--- config.mk ---
export PLATFORM = sky130hd
export DESIGN_NAME = triangle_primitive_assembler
export DESIGN_NICKNAME = d
export VERILOG_FILES = /design/src/rtl/tpa_pkg.sv /design/src/rtl/tpa_assembler.sv /design/src/rtl/triangle_primitive_assembler.sv
export SDC_FILE = /design/constraint.sdc
export NUM_CORES = 1
export LEC_CHECK = 0
export ABC_CLOCK_PERIOD_IN_PS = 15200
export BUFFER_PORTS_ARGS = -buffer_cell sky130_fd_sc_hd__buf_2
export CORE_MARGIN = 3
export CORE_UTILIZATION = 55
export DETAILED_ROUTE_END_ITERATION = 10
export PLACE_DENSITY = 0.74
export RECOVER_POWER = 50
export SYNTH_ARGS = -nofsm -noshare
export SYNTH_HDL_FRONTEND = slang
export SYNTH_SLANG_ARGS = --single-unit
export TNS_END_PERCENT = 50
--- constraint.sdc ---
create_clock -name clk -period 15.2 [get_ports clk]
set_input_delay 3.04 -clock clk [delete_from_list [all_inputs] [get_ports clk]]
set_output_delay 3.04 -clock clk [all_outputs]
set_load 0.1 [all_outputs]
--- src/rtl/tpa_pkg.sv ---
// Package for the triangle primitive assembler.
// Holds the index width, the topology codes and the structs shared by the modules.
// No dependencies.
package tpa_pkg;

  localparam int INDEX_BITS = 32;
  localparam int PORT_INDEX_BITS = 32;

  typedef logic [INDEX_BITS-1:0] index_t;

  typedef enum logic [1:0] {
    TOPO_LIST  = 2'd0,
    TOPO_STRIP = 2'd1,
    TOPO_FAN   = 2'd2,
    TOPO_NONE  = 2'd3
  } topology_t;

  typedef struct packed {
    index_t vertex_index;
    logic   starts_primitive;
  } step_t;

  typedef struct packed {
    logic   valid;
    index_t corner_a;
    index_t corner_b;
    index_t corner_c;
  } tri_t;

endpackage

--- src/rtl/tpa_assembler.sv ---
// Assembly state and triangle formation for one registered index per cycle while advance is high.
// Depends on tpa_pkg.
module tpa_assembler (
  input  logic              clk,
  input  logic              rst,
  input  tpa_pkg::topology_t topology,
  input  logic              advance,
  input  tpa_pkg::step_t    step,
  output tpa_pkg::tri_t     result
);
  import tpa_pkg::*;

  index_t      older_index;
  index_t      newer_index;
  index_t      fan_anchor;
  logic [1:0]  seen_count;
  logic        odd_triangle;

  index_t      older_index_next;
  index_t      newer_index_next;
  index_t      fan_anchor_next;
  logic [1:0]  seen_count_next;
  logic        odd_triangle_next;

  logic [1:0]  count_in;
  logic        odd_in;
  index_t      v;
  index_t      ta;
  index_t      tb;
  logic        emit;

  always_comb begin
    v        = step.vertex_index;
    count_in = step.starts_primitive ? 2'd0 : seen_count;
    odd_in   = step.starts_primitive ? 1'b0 : odd_triangle;

    older_index_next  = older_index;
    newer_index_next  = newer_index;
    fan_anchor_next   = fan_anchor;
    seen_count_next   = count_in;
    odd_triangle_next = odd_in;
    ta   = older_index;
    tb   = newer_index;
    emit = 1'b0;

    if (topology != TOPO_NONE) begin
      case (count_in)
        2'd0: begin
          older_index_next = v;
          fan_anchor_next  = v;
          seen_count_next  = 2'd1;
        end
        2'd1: begin
          newer_index_next = v;
          seen_count_next  = 2'd2;
        end
        default: begin
          emit = 1'b1;
          case (topology)
            TOPO_LIST: begin
              seen_count_next = 2'd0;
            end
            TOPO_STRIP: begin
              if (odd_in) begin
                ta = newer_index;
                tb = older_index;
              end
              odd_triangle_next = ~odd_in;
              older_index_next  = newer_index;
              newer_index_next  = v;
            end
            default: begin
              ta               = fan_anchor;
              older_index_next = newer_index;
              newer_index_next = v;
            end
          endcase
        end
      endcase
    end

    // Degenerate triangles are dropped but still advance the strip order.
    result.valid    = emit && (ta != tb) && (ta != v) && (tb != v);
    result.corner_a = ta;
    result.corner_b = tb;
    result.corner_c = v;
  end

  always_ff @(posedge clk) begin
    if (rst) begin
      older_index  <= '0;
      newer_index  <= '0;
      fan_anchor   <= '0;
      seen_count   <= 2'd0;
      odd_triangle <= 1'b0;
    end else if (advance) begin
      older_index  <= older_index_next;
      newer_index  <= newer_index_next;
      fan_anchor   <= fan_anchor_next;
      seen_count   <= seen_count_next;
      odd_triangle <= odd_triangle_next;
    end
  end

endmodule

--- src/rtl/triangle_primitive_assembler.sv ---
// Top level of the triangle primitive assembler: stream ports, input and result registers.
// Depends on tpa_pkg and tpa_assembler.
//
// The block takes one vertex index per cycle while its result is not stalled and returns
// at most one triangle per index: the index is held in an input register, then the assembly
// logic fills the result register. A new index request is accepted in every cycle while the
// result register is empty or its triangle is being taken; a stalled result holds one index
// in the input register and then stops the input side. The topology register may be written
// in any cycle but should change only while the block is idle.
module triangle_primitive_assembler (
  input  logic        clk,
  input  logic        rst,
  input  logic        cfg_valid,
  output logic        cfg_ready,
  input  logic [1:0]  cfg_data,   // topology
  input  logic        s_tvalid,
  output logic        s_tready,
  input  logic [31:0] s_tdata,    // vertex_index
  input  logic        s_tuser,    // starts_primitive
  output logic        m_tvalid,
  input  logic        m_tready,
  output logic [95:0] m_tdata     // corner_a, corner_b, corner_c
);
  import tpa_pkg::*;

  topology_t topology;
  logic      in_valid;
  step_t     in_step;
  logic      advance;
  tri_t      result;
  logic [PORT_INDEX_BITS-1:0] out_a;
  logic [PORT_INDEX_BITS-1:0] out_b;
  logic [PORT_INDEX_BITS-1:0] out_c;

  assign cfg_ready = 1'b1;
  assign advance   = in_valid && (!m_tvalid || m_tready);
  assign s_tready  = !in_valid || advance;
  assign m_tdata   = {out_c, out_b, out_a};

  always_ff @(posedge clk) begin
    if (rst) begin
      topology <= TOPO_LIST;
    end else if (cfg_valid && cfg_ready) begin
      topology <= topology_t'(cfg_data);
    end
  end

  always_ff @(posedge clk) begin
    if (rst) begin
      in_valid <= 1'b0;
    end else if (s_tready) begin
      in_valid <= s_tvalid;
    end
  end

  always_ff @(posedge clk) begin
    if (s_tvalid && s_tready) begin
      in_step.vertex_index     <= s_tdata[INDEX_BITS-1:0];
      in_step.starts_primitive <= s_tuser;
    end
  end

  tpa_assembler u_assembler (
    .clk      (clk),
    .rst      (rst),
    .topology (topology),
    .advance  (advance),
    .step     (in_step),
    .result   (result)
  );

  always_ff @(posedge clk) begin
    if (rst) begin
      m_tvalid <= 1'b0;
    end else if (!m_tvalid || m_tready) begin
      m_tvalid <= advance && result.valid;
    end
  end

  always_ff @(posedge clk) begin
    if (advance && result.valid && (!m_tvalid || m_tready)) begin
      out_a <= PORT_INDEX_BITS'(result.corner_a);
      out_b <= PORT_INDEX_BITS'(result.corner_b);
      out_c <= PORT_INDEX_BITS'(result.corner_c);
    end
  end

endmodule

==> flow_summary_export.csv, run 1 <==
group,metric,value,unit
hold_path,hold_depth,2,
yosys,synth_edf_count,129,
finish,instances_no_fill,1517,
yosys,synthTopCellsByArea,"edfxtp_1 33%, dfxtp_1 18%, nand2_1 4.6%",
routing,detail_route.wl_per_cell,21.7,um
clock_network,cts.sinks,232,
yosys,syn-num-nets,1183,
yosys,post_synth_inst_count,1143,
sta,setup_viol,0,
yosys,ys_seq_area_frac,0.512,
placed_design,dp_hpwl,21.3,mm
finish,finalNetCount,1270,
yosys,syn-cell-area,11600,um^2
global_route,busiest_layer,"met2",
routing,drc,0,
clock_network,cts_root_buffer,"clkbuf_16",
global_route,grt_pass1_wl,50.6,mm
clock_network,clkTransAtPathRegs,0.06,ns
routing,ant_nets,0,
clock_network,cts.path.max_buffers,3,
finish,num_antenna_cells,0,
clock_network,clkLatencyLatePin,0.53,ns
global_route,use_met2,0.453,
floorplan,rows,52,
finish,final_core_utilization,0.629,
critical_path,critical_path_class,"flop to flop",
critical_path,worstReg2RegStart,"in_step[0]",
clock_network,holdBufCountCts,0,
routing,drt_iter0_drc,1061,
hold_path,hp-class,"flop to flop",
status,status,"finished with violations",
global_route,antenna_found_initial,0,
critical_path,setup.worst_path.end_class,"flop",
clock_network,postCtsSetupBuffers,0,
floorplan,dieArea,22800,um^2
routing,routed_wl,33.0,mm
critical_path,r2r_cells,11,
run,cap_violations,8,
sta,period_share,0.572,
floorplan,coreArea,20500,um^2
routing,dr.pass1.iters,5,
placed_design,io_buffers,137,
global_route,grt_max_degree,69,
yosys,yosys_warnings,0,
placed_design,placed_cells,1473,
status,violations,"max-capacitance violations, max-slew violations",
critical_path,slowest_stage,"nor2_1",
critical_path,crit_path_cell_trace,"clkbuf_1, nand4b_1, nor2_1, clkbuf_1, mux2i_1, xnor2_1, nor4_1, o211ai_1, nor3_2, nor3_2, buf_4",
critical_path,slowest_delay,1.88,ns
floorplan,start_util,0.565,
critical_path,regToRegSetupSlack,6.50,ns
yosys,synth_top_area_frac,0.334,
sta,finalCriticalPeriod,8.70,ns
power_and_ir_drop,p_leak,4.84,nW
global_route,gr-total-overflow,0,
yosys,synth_seq_cells,232,
critical_path,crit_family,"simple AND/OR/NAND/NOR gates",
power_and_ir_drop,power.total,1.46,mW
routing,vias,9364,
global_route,grt_usage,0.287,
clock_network,cts_buffers,25,
yosys,synthFlopType,"edfxtp_1",
clock_network,tritoncts,"done",
hold_path,whs_endpoint,"u_assembler.fan_anchor[29]",
yosys,yosys.cell_types.count,75,
finish,syn2layout_area_growth,11.4,%
clock_network,ctsResizeCount,0,
floorplan,die_w,151,um
sta,rsz0062_at_grt,"false",
critical_path,startpoint_type,"flop",
sta,hold_violations,0,
sta,layout_setup_ws,6.50,ns
yosys,async_reset_ff_frac,0,
critical_path,r2r-end,"out_c[20]",
clock_network,htree_levels,1,
sta,slew_headroom,-0.736,
critical_path,cp.required,15.37,ns
global_route,use_met1,0.401,
global_route,grt_pass1_vias,8717,
yosys,yosys.area.top_type,"edfxtp_1",
sta,max_freq,115,MHz
power_and_ir_drop,cellPowerDensity,114,nW/um^2
critical_path,cp_max_fo,55,
critical_path,arrival,8.87,ns
sta,slew_viol_final,250,
floorplan,die_h,151,um
critical_path,path_buf_inv,3,
yosys,avgSynthCellArea,10.1,um^2
routing,viasPerCell,6.17,
hold_path,hp-start,"u_assembler.fan_anchor[29]",
placed_design,dp_worst_setup_slack,8.50,ns
power_and_ir_drop,worst_ir_drop_vdd,88.9,uV
sta,worst_pin_slew,2.60,ns
sta,finClkSkew,0.0214,ns
placed_design,routabilityCongestion,0.944,
sta,setup_tns,0,ns
global_route,use_met3,0.0533,
critical_path,worstSetupStartpoint,"in_step[0]",
finish,drive_above_1_share,0.130,
floorplan,num_io_pins,139,
==> power breakdown <==
group / internal (mW) / leakage (nW) / switching, mW / total, mW
sequential: 0.684 / 2.14 / 0.0359 / 0.720
combinational: 0.0547 / 2.30 / 0.0879 / 0.143
clock: 0.357 / 0.397 / 0.246 / 0.603
total: 1.10 / 4.84 / 0.369 / 1.46
==> sequential cells by signal, indices dropped and copies added, names as in the netlist <==
register / cells
u_assembler.newer_index: 32
u_assembler.odd_triangle: 1
u_assembler.seen_count: 2
topology: 2
out_a: 32
out_c: 32
in_valid: 1
u_assembler.fan_anchor: 32
out_b: 32
m_tvalid: 1
u_assembler.older_index: 32
in_step: 33
==> cell type report <==
cell class | instances | area (um^2)
Inverter | 56 | 210
Multi-Input combinational cell | 761 | 4870
Clock buffer | 34 | 701
Timing Repair Buffer | 154 | 732
Clock inverter | 10 | 111
Sequential cell | 232 | 5940
Fill cell | 1753 | 7590
Tap cell | 270 | 338
==> worst max-delay path by stage <==
stage,endpoint,depth (start not counted)
finish,out_c[20],11
global route,out_a[20],11
CTS,s_tready,4
detailed placement,s_tready,4
global placement,s_tready,4
floorplan,out_a[0],5
==> routing by layer <==
metal,up-vias,wire length [um]
li1,4290,-
met1,4524,13600
met2,470,15300
met3,80,3010
met4,0,1050
met5,-,0
==> synth_stat cells (22+ instances only) <==
cell	instances
a21oi_1	92
mux2i_1	40
nor2_1	70
xnor2_1	40
o22ai_1	26
mux2_2	22
a211oi_1	34
nand2_1	143
edfxtp_1	129
inv_1	56
clkbuf_1	46
xor2_1	34
nor3_1	29
buf_2	30
dfxtp_1	103
==> metrics by stage <==
stage                     hold WS [ns]  area [um^2]
after global routing             0.474        12900
after CTS                        0.458        13100
after global placement           0.440        12300
after detailed placement         0.449        12300
final                            0.455        12900
after floorplan                  0.421        11600
==> cell families (layout without fill, tap and decap cells) <==
family / Yosys count / after routing / share of synthesized area
flops: 232 / 232 / 0.512
simple gates: 371 / 371 / 0.163
other cells: 1 / 1 / 0.000324
mux: 63 / 63 / 0.0572
compound gates: 252 / 252 / 0.153
buf+inv: 150 / 254 / 0.0580
xor+xnor: 74 / 74 / 0.0560
==> cells in the final DEF (no fill, tap or decap), types with 34 or more instances in the layout <==
master / n
a211oi_1: 36
a21oi_1: 92
buf_2: 81
clkbuf_1: 65
dfxtp_1: 101
edfxtp_1: 129
inv_1: 56
mux2i_1: 40
nand2_1: 143
nor2_1: 71
xnor2_1: 40
xor2_1: 34
==> tightest hold or removal path: cells and delay by family (launching register included) <==
family	cells	cell delay [ns]
compound gates	1	0.05
flops	1	0.31
simple gates	1	0.05
Power figures use the tool's default switching activity.
==> run 2: changes to the inputs <==
--- a/config.mk
+++ b/config.mk
@@ -5,12 +5,12 @@
 export SDC_FILE = /design/constraint.sdc
 export NUM_CORES = 1
 export LEC_CHECK = 0
-export ABC_CLOCK_PERIOD_IN_PS = 15200
+export ABC_CLOCK_PERIOD_IN_PS = 7390
 export BUFFER_PORTS_ARGS = -buffer_cell sky130_fd_sc_hd__buf_2
 export CORE_MARGIN = 3
-export CORE_UTILIZATION = 55
+export CORE_UTILIZATION = 53
 export DETAILED_ROUTE_END_ITERATION = 10
-export PLACE_DENSITY = 0.74
+export PLACE_DENSITY = 0.75
 export RECOVER_POWER = 50
 export SYNTH_ARGS = -nofsm -noshare
 export SYNTH_HDL_FRONTEND = slang
==> constraint.sdc (replaced) <==
create_clock -name clk -period 7.39 [get_ports clk]
set_input_delay 1.478 -clock clk [delete_from_list [all_inputs] [get_ports clk]]
set_output_delay 1.478 -clock clk [all_outputs]
set_load 0.1 [all_outputs]
==> run 2 against run 1 <==
  * Flip-flop and latch count unchanged
  * Non-clock buffer count increased by 1
  * Utilization decreased by 2.0 points
  * Power increased by 110%
  * The run still ends with max-capacitance violations, max-slew violations left
  * Design area increased by 0.30%
  * Setup slack got worse by 4.7 ns
  * Critical path depth unchanged
  * Final cell count increased by 0.46%
==> flow_summary_export.csv, run 2 (synthesis results as in run 1) <==
group,metric,value,unit
finish,drive_above_1_share,0.119,
run,cap_violations,3,
clock_network,holdBufCountCts,0,
floorplan,die_w,154,um
global_route,grt_max_degree,69,
clock_network,cts.path.max_buffers,3,
global_route,busiest_layer,"met2",
global_route,use_met1,0.394,
global_route,antenna_found_initial,0,
floorplan,start_util,0.546,
floorplan,rows,53,
sta,hold_violations,0,
placed_design,dp_worst_setup_slack,2.88,ns
clock_network,postCtsSetupBuffers,0,
routing,routed_wl,34.2,mm
floorplan,die_h,154,um
power_and_ir_drop,p_leak,4.80,nW
status,status,"finished with violations",
finish,num_antenna_cells,0,
placed_design,io_buffers,137,
critical_path,cp.required,7.53,ns
finish,syn2layout_area_growth,11.7,%
clock_network,cts_root_buffer,"clkbuf_16",
sta,max_freq,180,MHz
finish,ff_latch_area,5940,um^2
finish,most-common-layout-cells,"143 x nand2_1, 129 x edfxtp_1, 102 x dfxtp_1, 92 x a21oi_1, 89 x clkbuf_1",
clock_network,htree_levels,1,
routing,detail_route.wl_per_cell,22.4,um
finish,max_flop_register,"in_step",
clock_network,ctsResizeCount,0,
finish,finalNetCount,1271,
global_route,use_met2,0.441,
sta,rsz0062_at_grt,"false",
clock_network,cts_buffers,25,
power_and_ir_drop,worst_ir_drop_vdd,133,uV
routing,ant_nets,0,
sta,layout_setup_ws,1.84,ns
routing,viasPerCell,6.18,
finish,n_fill_cell,1827,
critical_path,setup.worst_path.end_class,"flop",
sta,period_share,0.752,
floorplan,dieArea,23700,um^2
clock_network,tritoncts,"done",
global_route,grt_pass1_vias,8911,
sta,slew_viol_final,112,
critical_path,critical_path_class,"flop to flop",
routing,dr.pass1.iters,6,
finish,multiInputGateArea,4900,um^2
floorplan,num_io_pins,139,
routing,drc,0,
status,violations,"max-capacitance violations, max-slew violations",
sta,hold_slack,0.457,ns
global_route,use_met3,0.0532,
hold_path,hp-class,"flop to flop",
critical_path,startpoint_type,"flop",
sta,finClkSkew,0.0178,ns
routing,vias,9413,
global_route,gr-total-overflow,0,
clock_network,cts.sinks,232,
critical_path,cp_max_fo,54,
finish,mostFrequentLayoutCell,"nand2_1",
finish,largest_reg_flops,33,
clock_network,clkTransAtPathRegs,0.06,ns
routing,drt_iter0_drc,1111,
critical_path,arrival,5.70,ns
sta,setup_viol,0,
placed_design,routabilityCongestion,1.03,
placed_design,dp_hpwl,23.3,mm
placed_design,place_area,12300,um^2
global_route,grt_pass1_wl,52.4,mm
power_and_ir_drop,cellPowerDensity,235,nW/um^2
sta,slew_headroom,-0.847,
sta,setup_tns,0,ns
floorplan,coreArea,21200,um^2
finish,stdcell_area,12900,um^2
sta,finalCriticalPeriod,5.55,ns
global_route,grt_usage,0.280,
clock_network,clkLatencyLatePin,0.52,ns
sta,worst_pin_slew,2.77,ns
## run 2: cell types whose count changed in the layout (fill, tap and decap cells not counted), moves of 3 or more
| cell | before | now |
|---|---|---|
| buf_4 | 14 | 17 |
| buf_2 | 81 | 54 |
| mux2_1 | 14 | 5 |
| mux2_2 | 9 | 17 |
| clkbuf_1 | 65 | 89 |
## run 2: path summary, 6_finish.rpt
kind	from	to	slack, ns	depth (start not counted)
setup reg to reg	in_step[0]	out_c[14]	1.84	11
hold / removal	u_assembler.fan_anchor[26]	u_assembler.fan_anchor[26]	0.46	2
hold reg to reg	u_assembler.fan_anchor[26]	u_assembler.fan_anchor[26]	0.46	2
setup / recovery	in_step[0]	out_c[14]	1.84	11
## run 2: report_power, final
part           switching, mW  internal [mW]  total, mW
combinational          0.173          0.113      0.286
sequential            0.0827           1.41       1.49
clock                  0.507          0.753       1.26
total                  0.763           2.27       3.04
## run 2: cell type report
cell class | count | share of cell area
clock buffer | 35 | 0.0560
clock inverter | 10 | 0.00851
inverter | 56 | 0.0162
multi-input combinational | 761 | 0.379
sequential | 232 | 0.459
tap | 275 | 0.0266
timing repair buffer | 155 | 0.0551
## run 2: critical path, stage by stage, from the launching register on
cell      delay (ns)
edfxtp_1        0.35
buf_4           0.24
nand4b_4        0.51
nor2_1          1.60
buf_4           0.55
mux2i_1         0.46
xnor2_1         0.21
nor4_1          0.09
nand4_1         0.13
nand3_1         0.14
nor3_4          0.23
buf_4           0.57
## run 2: per-layer routing
| layer | share of wire | routed length (um) | vias up |
|---|---|---|---|
| met5 | 0 | 0 | - |
| met2 | 0.46 | 15700 | 525 |
| met1 | 0.42 | 14300 | 4510 |
| li1 | - | - | 4296 |
| met3 | 0.089 | 3050 | 82 |
| met4 | 0.031 | 1070 | 0 |
## run 2: stage by stage
stage | utilization | std cells | power [mW]
after global routing | 0.610 | 1524 | 3.13
after CTS | 0.620 | 1524 | 3.04
after global placement | 0.581 | 1479 | 1.79
final | 0.610 | 1524 | 3.04
after floorplan | - | 1143 | 1.70
after detailed placement | 0.581 | 1479 | 1.80
